<file path="src/design/bdge_pkg.sv">
// ---------------------------------------------------------------------------
// Button debounce gesture events package
// Event codes, register map, reset values and the event item type.
// ---------------------------------------------------------------------------
`default_nettype none

package bdge_pkg;

  localparam int unsigned TIME_BITS_DEF = 32;
  localparam int unsigned CFG_ADDR_W    = 3;
  localparam int unsigned CFG_DATA_W    = 16;
  localparam int unsigned STAMP_W       = 32;
  localparam int unsigned EVT_DEPTH     = 4;

  typedef enum logic [2:0] {
    EV_PRESSED   = 3'd0,
    EV_RELEASED  = 3'd1,
    EV_CLICKED   = 3'd2,
    EV_DOUBLE    = 3'd3,
    EV_LONGSTART = 3'd4,
    EV_REPEAT    = 3'd5,
    EV_LONGSTOP  = 3'd6
  } event_kind_e;

  typedef enum logic [CFG_ADDR_W-1:0] {
    CFG_ACTIVE_LOW   = 3'd0,
    CFG_DEBOUNCE     = 3'd1,
    CFG_CLICK_WINDOW = 3'd2,
    CFG_LONG_PRESS   = 3'd3,
    CFG_REPEAT       = 3'd4
  } cfg_reg_e;

  localparam logic                  RST_ACTIVE_LOW   = 1'b1;
  localparam logic [CFG_DATA_W-1:0] RST_DEBOUNCE     = 16'd50;
  localparam logic [CFG_DATA_W-1:0] RST_CLICK_WINDOW = 16'd300;
  localparam logic [CFG_DATA_W-1:0] RST_LONG_PRESS   = 16'd1000;
  localparam logic [CFG_DATA_W-1:0] RST_REPEAT       = 16'd200;

  typedef struct packed {
    event_kind_e          kind;
    logic [STAMP_W-1:0]   stamp;
    logic                 last;
  } evt_t;

endpackage

`default_nettype wire

</file>
<file path="src/design/bdge_evt_fifo.sv">
// ---------------------------------------------------------------------------
// Event queue
// Small register queue: up to two in and one out per cycle, out only if ready.
// ---------------------------------------------------------------------------
`default_nettype none

module bdge_evt_fifo (
  input  wire logic           clk_i,
  input  wire logic           rst_ni,
  input  wire logic [1:0]     push_n_i,
  input  bdge_pkg::evt_t      push_evt_i [2],
  output logic                room_o,
  output logic                out_valid_o,
  output bdge_pkg::evt_t      out_evt_o,
  input  wire logic           out_ready_i
);
  import bdge_pkg::*;

  localparam int unsigned PTR_W = $clog2(EVT_DEPTH);
  localparam int unsigned CNT_W = PTR_W + 1;

  evt_t             mem_q [EVT_DEPTH];
  logic [PTR_W-1:0] wr_ptr_q, wr_ptr_d;
  logic [PTR_W-1:0] rd_ptr_q, rd_ptr_d;
  logic [CNT_W-1:0] count_q, count_d;
  logic             pop;
  logic [PTR_W-1:0] wr_ptr_nxt;

  assign pop         = out_valid_o && out_ready_i;
  assign out_valid_o = (count_q != '0);
  assign out_evt_o   = mem_q[rd_ptr_q];
  // two free slots needed, a poll may leave two events
  assign room_o      = (count_q <= CNT_W'(EVT_DEPTH - 2));
  assign wr_ptr_nxt  = wr_ptr_q + PTR_W'(1);

  always_comb begin
    wr_ptr_d = wr_ptr_q + PTR_W'(push_n_i);
    rd_ptr_d = rd_ptr_q + PTR_W'(pop);
    count_d  = count_q + CNT_W'(push_n_i) - CNT_W'(pop);
  end

  always_ff @(posedge clk_i or negedge rst_ni) begin
    if (!rst_ni) begin
      wr_ptr_q <= '0;
      rd_ptr_q <= '0;
      count_q  <= '0;
    end else begin
      wr_ptr_q <= wr_ptr_d;
      rd_ptr_q <= rd_ptr_d;
      count_q  <= count_d;
    end
  end

  always_ff @(posedge clk_i) begin
    if (push_n_i != 2'd0) begin
      mem_q[wr_ptr_q] <= push_evt_i[0];
    end
    if (push_n_i == 2'd2) begin
      mem_q[wr_ptr_nxt] <= push_evt_i[1];
    end
  end

endmodule

`default_nettype wire

</file>
<file path="src/design/button_debounce_gesture_events.sv">
// ---------------------------------------------------------------------------
// Button debounce and gesture events
// Debounces a polled button and reports press, release, click, double-click
// and long-press events.
// ---------------------------------------------------------------------------
// Usage:
//   s_axis carries polls: pin level and the current millisecond time. m_axis
//   carries events: kind in tuser, timestamp in tdata, tlast on the final
//   event of a poll. cfg_* writes the polarity and timing registers; write
//   them only while the block is idle, the block does not enforce this.
//   A poll is held in an input register, then evaluated combinationally and
//   its events (none, one or two) are pushed into a four-entry event queue.
//   Each poll passes the input register and then the event queue before its
//   first event reaches m_axis. One poll is taken per cycle while the queue
//   has room, and one event leaves per cycle while the receiver is ready.
//   A poll is evaluated only when the queue has two free entries; while the
//   receiver stalls the queue fills, then the input register holds and
//   s_axis_tready drops.
//   Reset clears all control state and loads the default register values; the
//   first poll after reset only records level and time and yields no event.
// ---------------------------------------------------------------------------
`default_nettype none

module button_debounce_gesture_events #(
  parameter int unsigned TIME_BITS = bdge_pkg::TIME_BITS_DEF
) (
  input  wire logic                            clk_i,
  input  wire logic                            rst_ni,
  // config write port
  input  wire logic                            cfg_we_i,
  input  wire logic [bdge_pkg::CFG_ADDR_W-1:0] cfg_addr_i,
  input  wire logic [bdge_pkg::CFG_DATA_W-1:0] cfg_wdata_i,
  // polls
  input  wire logic                            s_axis_tvalid,
  output logic                                 s_axis_tready,
  input  wire logic [39:0]                     s_axis_tdata,  // pin_level, now_time[31:0]
  // events
  output logic                                 m_axis_tvalid,
  input  wire logic                            m_axis_tready,
  output logic [31:0]                          m_axis_tdata,  // event_time[31:0]
  output logic [2:0]                           m_axis_tuser,  // event_kind[2:0]
  output logic                                 m_axis_tlast   // last_of_poll
);
  import bdge_pkg::*;

  typedef logic [TIME_BITS-1:0] tm_t;

  // config
  logic                  active_low_q;
  logic [CFG_DATA_W-1:0] debounce_q, click_win_q, long_press_q, repeat_q;

  // input register
  logic                  in_vld_q, in_vld_d;
  logic                  in_pin_q;
  logic [STAMP_W-1:0]    in_now_q;
  logic                  s_take;
  logic                  process;
  logic                  room;

  // debouncer / gesture state
  logic started_q, started_d;
  logic last_raw_q, last_raw_d;
  logic stable_q, stable_d;
  logic long_q, long_d;
  logic click_q, click_d;
  tm_t  rct_q, rct_d;
  tm_t  press_q, press_d;
  tm_t  rep_q, rep_d;
  tm_t  rel_q, rel_d;

  tm_t  now;
  tm_t  deb_t, win_t, lpt_t, rpt_t;
  logic raw;
  logic [1:0] n_ev;
  evt_t evs [2];
  evt_t out_evt;

  function automatic evt_t mk_evt(event_kind_e k, tm_t t);
    evt_t e;
    e.kind  = k;
    e.stamp = STAMP_W'(t);
    e.last  = 1'b0;
    return e;
  endfunction

  // ---------------- config port ----------------
  always_ff @(posedge clk_i or negedge rst_ni) begin
    if (!rst_ni) begin
      active_low_q <= RST_ACTIVE_LOW;
      debounce_q   <= RST_DEBOUNCE;
      click_win_q  <= RST_CLICK_WINDOW;
      long_press_q <= RST_LONG_PRESS;
      repeat_q     <= RST_REPEAT;
    end else if (cfg_we_i) begin
      unique case (cfg_reg_e'(cfg_addr_i))
        CFG_ACTIVE_LOW:   active_low_q <= cfg_wdata_i[0];
        CFG_DEBOUNCE:     debounce_q   <= cfg_wdata_i;
        CFG_CLICK_WINDOW: click_win_q  <= cfg_wdata_i;
        CFG_LONG_PRESS:   long_press_q <= cfg_wdata_i;
        CFG_REPEAT:       repeat_q     <= cfg_wdata_i;
        default: ;
      endcase
    end
  end

  // ---------------- input register ----------------
  assign process       = in_vld_q && room;
  assign s_axis_tready = !in_vld_q || process;
  assign s_take        = s_axis_tvalid && s_axis_tready;

  always_comb begin
    in_vld_d = in_vld_q;
    if (s_take) begin
      in_vld_d = 1'b1;
    end else if (process) begin
      in_vld_d = 1'b0;
    end
  end

  always_ff @(posedge clk_i or negedge rst_ni) begin
    if (!rst_ni) begin
      in_vld_q <= 1'b0;
    end else begin
      in_vld_q <= in_vld_d;
    end
  end

  always_ff @(posedge clk_i) begin
    if (s_take) begin
      in_pin_q <= s_axis_tdata[0];
      in_now_q <= s_axis_tdata[32:1];
    end
  end

  // ---------------- poll evaluation ----------------
  assign now   = TIME_BITS'(in_now_q);
  assign deb_t = TIME_BITS'(debounce_q);
  assign win_t = TIME_BITS'(click_win_q);
  assign lpt_t = TIME_BITS'(long_press_q);
  assign rpt_t = TIME_BITS'(repeat_q);
  assign raw   = active_low_q ? !in_pin_q : in_pin_q;

  always_comb begin
    started_d  = started_q;
    last_raw_d = last_raw_q;
    stable_d   = stable_q;
    long_d     = long_q;
    click_d    = click_q;
    rct_d      = rct_q;
    press_d    = press_q;
    rep_d      = rep_q;
    rel_d      = rel_q;
    n_ev       = 2'd0;
    evs[0]     = mk_evt(EV_PRESSED, now);
    evs[1]     = mk_evt(EV_PRESSED, now);

    if (process) begin
      if (!started_q) begin
        // first poll only records level and time
        started_d  = 1'b1;
        last_raw_d = raw;
        stable_d   = raw;
        rct_d      = now;
      end else begin
        if (raw != last_raw_q) begin
          last_raw_d = raw;
          rct_d      = now;
        end

        if ((raw != stable_q) && ((now - rct_d) >= deb_t)) begin
          stable_d = raw;
          if (raw) begin
            press_d         = now;
            long_d          = 1'b0;
            rep_d           = now;
            evs[n_ev[0]]    = mk_evt(EV_PRESSED, now);
            n_ev            = n_ev + 2'd1;
          end else begin
            evs[n_ev[0]]    = mk_evt(EV_RELEASED, now);
            n_ev            = n_ev + 2'd1;
            if (long_q) begin
              evs[n_ev[0]]  = mk_evt(EV_LONGSTOP, now);
              n_ev          = n_ev + 2'd1;
              long_d        = 1'b0;
              click_d       = 1'b0;
            end else if (click_q && ((now - rel_q) <= win_t)) begin
              evs[n_ev[0]]  = mk_evt(EV_DOUBLE, now);
              n_ev          = n_ev + 2'd1;
              click_d       = 1'b0;
            end else begin
              click_d       = 1'b1;
              rel_d         = now;
            end
          end
        end

        if (stable_d) begin
          if (!long_d && ((now - press_d) >= lpt_t)) begin
            long_d        = 1'b1;
            click_d       = 1'b0;
            rep_d         = now;
            evs[n_ev[0]]  = mk_evt(EV_LONGSTART, now);
            n_ev          = n_ev + 2'd1;
          end else if (long_d && ((now - rep_d) >= rpt_t)) begin
            rep_d         = now;
            evs[n_ev[0]]  = mk_evt(EV_REPEAT, now);
            n_ev          = n_ev + 2'd1;
          end
        end else if (click_d && ((now - rel_d) > win_t)) begin
          // click is stamped with its release time
          evs[n_ev[0]]    = mk_evt(EV_CLICKED, rel_d);
          n_ev            = n_ev + 2'd1;
          click_d         = 1'b0;
        end

        if (n_ev == 2'd1) begin
          evs[0].last = 1'b1;
        end else if (n_ev == 2'd2) begin
          evs[1].last = 1'b1;
        end
      end
    end
  end

  always_ff @(posedge clk_i or negedge rst_ni) begin
    if (!rst_ni) begin
      started_q  <= 1'b0;
      last_raw_q <= 1'b0;
      stable_q   <= 1'b0;
      long_q     <= 1'b0;
      click_q    <= 1'b0;
      rct_q      <= '0;
      press_q    <= '0;
      rep_q      <= '0;
      rel_q      <= '0;
    end else begin
      started_q  <= started_d;
      last_raw_q <= last_raw_d;
      stable_q   <= stable_d;
      long_q     <= long_d;
      click_q    <= click_d;
      rct_q      <= rct_d;
      press_q    <= press_d;
      rep_q      <= rep_d;
      rel_q      <= rel_d;
    end
  end

  // ---------------- event queue ----------------
  bdge_evt_fifo u_evt_fifo (
    .clk_i       (clk_i),
    .rst_ni      (rst_ni),
    .push_n_i    (n_ev),
    .push_evt_i  (evs),
    .room_o      (room),
    .out_valid_o (m_axis_tvalid),
    .out_evt_o   (out_evt),
    .out_ready_i (m_axis_tready)
  );

  assign m_axis_tdata = out_evt.stamp;
  assign m_axis_tuser = out_evt.kind;
  assign m_axis_tlast = out_evt.last;

endmodule

`default_nettype wire

</file>
<file path="config.mk">
export PLATFORM = sky130hd
export DESIGN_NAME = button_debounce_gesture_events
export DESIGN_NICKNAME = d
export VERILOG_FILES = /design/src/design/bdge_pkg.sv /design/src/design/bdge_evt_fifo.sv /design/src/design/button_debounce_gesture_events.sv
export SDC_FILE = /design/constraint.sdc
export NUM_CORES = 1
export LEC_CHECK = 0
export BUFFER_PORTS_ARGS = -buffer_cell sky130_fd_sc_hd__buf_2
export CAP_MARGIN = 20
export CORE_AREA = 2 2 246 248
export CTS_CLUSTER_SIZE = 14
export DETAILED_ROUTE_END_ITERATION = 16
export DIE_AREA = 0 0 248 250
export MAX_ROUTING_LAYER = met4
export PLACE_DENSITY = 0.73
export SLEW_MARGIN = 0
export SYNTH_ARGS = -nofsm -noshare
export SYNTH_HDL_FRONTEND = slang
export SYNTH_SLANG_ARGS = --single-unit
</file>
<file path="constraint.sdc">
create_clock -name clk_i -period 23.1 [get_ports clk_i]
set_input_delay 2.31 -clock clk_i [delete_from_list [all_inputs] [get_ports clk_i]]
set_output_delay 2.31 -clock clk_i [all_outputs]
set_load 0.01 [all_outputs]
</file>
# ---- After elaboration in Yosys (flattened, before gate mapping)
# Memories as Yosys holds them, arrays and structs flattened.
# Index checks and enable logic that the tools add are counted.
dict set report word_totals {
  word_cells 158
  input_bits 64
  reg_bits 239
  mem_bits_rw 144
  out_inout_bits 38
  mem_count 1
}
dict set report op_classes {
  muxes 83
  n_lt_le_gt_ge 8
  n_eq_ne 10
  n_bitwise 1
  n_reduce_logical 24
  addsub 11
}
# memory words width rd rd_ports_with_merged_regs write_ports line
set memory_table {}
lappend memory_table {u_evt_fifo.mem_q 4 36 1 0 2 bdge_evt_fifo.sv:22} ;# evt_t mem_q [EVT_DEPTH];
# op count
set op_table {}
lappend op_table {{two-way mux 32 bit} 21}
lappend op_table {{two-way mux 72 bit} 8}
lappend op_table {{bitwise mux 72 bit} 3}
lappend op_table {{subtractor 32 bit} 5}
lappend op_table {{two-way mux 36 bit} 3}
lappend op_table {{greater-or-equal comparator 32 x 16 -> 1 bit} 3}
lappend op_table {{two-way mux 70 bit} 1}
lappend op_table {{demux 36 bit (select 1 bit)} 1}
lappend op_table {{two-way mux 35 bit} 1}
lappend op_table {{two-way mux 34 bit} 1}
lappend op_table {{> comparator 32 x 16 -> 1 bit} 1}
lappend op_table {{less-or-equal comparator 32 x 16 -> 1 bit} 1}
lappend op_table {{two-way mux 1 bit} 30}
lappend op_table {{two-way mux 2 bit} 14}
lappend op_table {{AND reduction 2 bit} 7}
lappend op_table {{logical AND 1 bit} 9}
lappend op_table {{== test 3 x 2 -> 1 bit, second input constant} 2}
lappend op_table {{adder 2 x 1 -> 2 bit, second input constant} 2}
lappend op_table {{== test 2 bit, second input constant} 2}
lappend op_table {{nonzero test 2 bit} 2}
lappend op_table {{adder 3 x 2 -> 3 bit} 1}
lappend op_table {{== test 3 x 1 -> 1 bit, second input constant} 1}
lappend op_table {{== test 3 bit, second input constant} 1}
lappend op_table {{less-or-equal comparator 3 x 2 -> 1 bit, second input constant} 1}
lappend op_table {{13 further kinds} 16}

# ---- Depth between registers and ports, before layout
dict set report logic_depth {
  word_depth 25
  depth_mapped 64
  mapped_depth_nobuf 59
}

# ---- Modules after synthesis
# A second synthesis with hierarchy kept.
dict set report hier_totals {
  cells_unflattened 3042
  hier_area_um2 29559.6
}
# module cells_each seq_area_each_um2 area_per_inst_um2 n_inst
set modules_own_cells {}
lappend modules_own_cells {button_debounce_gesture_events 2654 5992.0 22206.3 1}
lappend modules_own_cells {bdge_evt_fifo 388 4499.3 7353.3 1}

# ---- Worst setup path after synthesis
# No wires, ideal clock.
dict set report synth_path {
  kind {reg-to-reg}
  startpoint {register active_low_q}
  endpoint {memory u_evt_fifo.mem_q[0][0] (netlist bit) (enable)}
  period_less_slack_ns 14.303
  required_ns 22.617
  n_path_buf 5
  path_slack_ns 8.797
  stages_incl_launch_ff 52
  setup_ns 0.483
  t_arrival_ns 13.820
  cell_sequence {dfstp_2 xnor3_1 clkbuf_1 clkbuf_1 mux2i_1 ha_1 clkbuf_1 nand2_1 or4_1 a211oi_2 a41oi_1 nand2_1 xor2_1 ha_1 a21o_1 a221o_1 a211oi_1 o21ai_0 (+16 left out) o21ai_0 xor2_1 ha_1 a211oi_1 nor2_1 a2111oi_0 o211ai_1 nor3_1 and4_1 nand4_1 or4_1 a31o_2 o21ba_2 a211oi_1 a21oi_2 buf_4 o21ba_2 o31ai_1}
}
# item line
set synth_rtl {}
lappend synth_rtl {{start: declaration} button_debounce_gesture_events.sv:49} ;# logic active_low_q;
lappend synth_rtl {{start signal: assignment} button_debounce_gesture_events.sv:96} ;# CFG_ACTIVE_LOW: active_low_q <= cfg_wdata_i[0];
lappend synth_rtl {{end: declaration} bdge_evt_fifo.sv:22}

==> metrics.yaml <==
synthesis:
  avgSynthCellArea_sq_um: 9.34
  ys_async_sr_fraction_pct: 53.8
  synth-seq-cells: 383
  synth_edf_count: 177
  synthesis.area_sq_mm: 0.0293
  synth_cells: 3135
  synthFlopType: "dfrtp_1"
  synth_fp_nets: 3440
  ys_top_cells_by_area: "edfxtp_1, dfrtp_1, ha_1"
  synth.distinct_cells: 96
  yosys_warnings: 0
  synth_largest_area_cell: "edfxtp_1"
  yosysSeqAreaShare_pct: 35.8
  synth_top_area_share_pct: 18.1
critical_path:
  critPathMaxStageDelay_ns: 1.01
  crit_required_ns: 23.43
  ff2ff_path_depth: 48
  worstReg2RegStart: "active_low_q"
  cp-end-kind: "flip-flop"
  crit_path_start_kind: "flip-flop"
  rr_endpoint: "u_evt_fifo.mem_q[3][34]"
  reg2reg_slack_ns: 7.68
  critPathKind: "flip-flop to flip-flop"
  slowest_stage: "nand3_2"
  cp_common_cell: "ha_1"
  critPathMaxFanout: 65
  arrival_ns: 15.76
clock_network:
  post-cts-setup-buffer-count: 0
  cts_buffers: 44
  h-tree-depth: 2
  cts.clk_slew.worst_paths_ns: 0.06
  cts.sinks: 383
  ctsResizeCount: 0
  cts_hold_buf: 0
  cts_tree: "yes"
  clockRootBuffer: "clkbuf_16"
  clk_latency_ns: 0.59
  cts.path.max_buffers: 3
grt:
  gr-usage-all-layers_pct: 26.3
  grt.met1_usage_pct: 34.6
  grt_pass1_wl_mm: 126
  grt_antenna_before_repair: 0
  grt.busiest_layer: "met2"
  grt_util_met3_pct: 2.85
  grt.overflow.total: 0
  groute.layer.met2.usage_pct: 42.4
  grt_max_degree: 94
  first_global_vias: 23200
min_path:
  hold_start: "press_q[26]"
  hold_end: "press_q[26]"
  hp-class: "flip-flop to flip-flop"
  hold_path_depth: 2
power_and_ir_drop:
  leakage_nw: 13.3
  power_per_cell_area_mw_per_mm2: 170
  ir_drop_uv: 92.3
die:
  die_area_sq_mm: 0.0620
  die_w_um: 248
  dieHeight_um: 250
  pin_count: 102
  design.core.area_sq_mm: 0.0596
  rows: 90
  start_util_pct: 49.2
layout:
  nFillCells: 5378
  drive_above_1_share_pct: 11.2
  antenna_cells: 0
  final_common_cell: "nand2_1"
  syn_to_final_growth_pct: 9.00
  mostFrequentLayoutCells: "nand2_1, o21ai_0, ha_1"
  num-nets-final: 3448
  final_area_sq_mm: 0.0319
sta:
  setup-tns-final_ns: 0
  rsz0062_at_grt: "no"
  slew_violations: 0
  final.setup_skew_ns: 0.0358
  period_share_pct: 66.8
  hold_ws_ns: 0.477
  layout_min_cycle_time_ns: 15.42
  finalSetupViolCount: 0
  fmax_ghz: 0.0648
  max_slew_margin_pct: 31.6
  hold_viol_final: 0
  tightest_slew_ns: 1.02
placed_design:
  place_hpwl_mm: 59.0
  gp_congestion: 0.941
  place_area_sq_mm: 0.0304
  portBuffers: 94
flow_run:
  maxCapViolCount: 0
detailed_routing:
  ant_nets: 0
  wirelength_mm: 78.9
  drt_iter0_markers: 1661
  vias_per_cell: 6.06
  vias: 24000
  wl_per_cell_um: 19.9
  firstDrtPassIters: 5
  drc: 0
status:
  outcome: "complete, no violations"
cells in the mapped netlist, drive strengths merged (50+ instances only):
cell,count
edfxtp,177
nor2,195
clkbuf,129
xnor2,59
mux2,84
a21o,67
nand3,76
a21oi,228
ha,236
xor2,50
nand2,280
a2bb2oi,123
inv,203
o21ai,248
mux2i,99
dfrtp,189
through the flow:
step           setup slack, ns  instances  total power [W]  util (%)
2_1_floorplan             8.80       3135          0.00381         -
3_3_place_gp              8.07       3877          0.00461      51.0
3_5_place_dp              7.81       3877          0.00467      51.0
4_1_cts                   7.74       3959          0.00543      53.5
5_1_grt                   6.94       3961          0.00592      53.6
6_report                  7.68       3961          0.00544      53.6
layout make-up:
| class | instances | area [sq um] | area share, % |
|---|---|---|---|
| Inverter | 203 | 762 | 2.39 |
| Timing Repair Buffer | 126 | 736 | 2.30 |
| Sequential cell | 383 | 10500 | 32.9 |
| Multi-Input combinational cell | 2385 | 17400 | 54.6 |
| Clock inverter | 29 | 365 | 1.14 |
| Tap cell | 782 | 978 | 3.06 |
| Clock buffer | 53 | 1140 | 3.59 |
metal layers:
layer | up-vias | part of all wire [%]
met5 | - | 0
met4 | 0 | 3.2
met3 | 127 | 5.3
met2 | 614 | 47
met1 | 11600 | 45
li1 | 11700 | -
report_power, final:
| part | internal (W) | switching [W] | total (W) |
|---|---|---|---|
| logic | 0.00143 | 0.00210 | 0.00353 |
| registers | 0.00100 | 0.000170 | 0.00117 |
| clock network | 0.000436 | 0.000300 | 0.000736 |
cell families after synthesis:
kind of cell,after synthesis,synth area share (%)
compound gates,973,22.0
simple gates,834,13.7
flops,383,35.8
buf+inv,367,4.89
fa+ha+maj,247,10.6
mux,220,9.51
xor+xnor,111,3.42
sequential cells by signal, summed over array words and instances (netlist names), 32 cells and up:
| name | flops |
|---|---|
| in_now_q | 32 |
| rep_q | 32 |
| press_q | 32 |
| rct_q | 32 |
| u_evt_fifo.mem_q | 144 |
| rel_q | 32 |
worst max path at each step:
stage                                         end    startpoint  slack, ns  cells after the start
after global routing      u_evt_fifo.mem_q[3][34]  active_low_q       6.94                     50
after CTS                  u_evt_fifo.mem_q[0][5]  active_low_q       7.74                     49
after floorplan            u_evt_fifo.mem_q[0][0]  active_low_q       8.80                     51
after global placement     u_evt_fifo.mem_q[0][3]  active_low_q       8.07                     49
final                     u_evt_fifo.mem_q[3][34]  active_low_q       7.68                     48
after detailed placement   u_evt_fifo.mem_q[0][3]  active_low_q       7.81                     49
critical path, delay by kind of cell (launching register included):
kind | cells | cell delay, ns
AO/OA/AOI/OAI | 20 | 6.04
AND/OR/NAND/NOR | 14 | 4.45
adder cells (fa/ha/maj) | 6 | 1.82
buffers and inverters | 4 | 0.76
XOR/XNOR | 3 | 0.75
multiplexers | 1 | 0.63
flip-flops | 1 | 0.62
(Power assumes the default switching activity.)
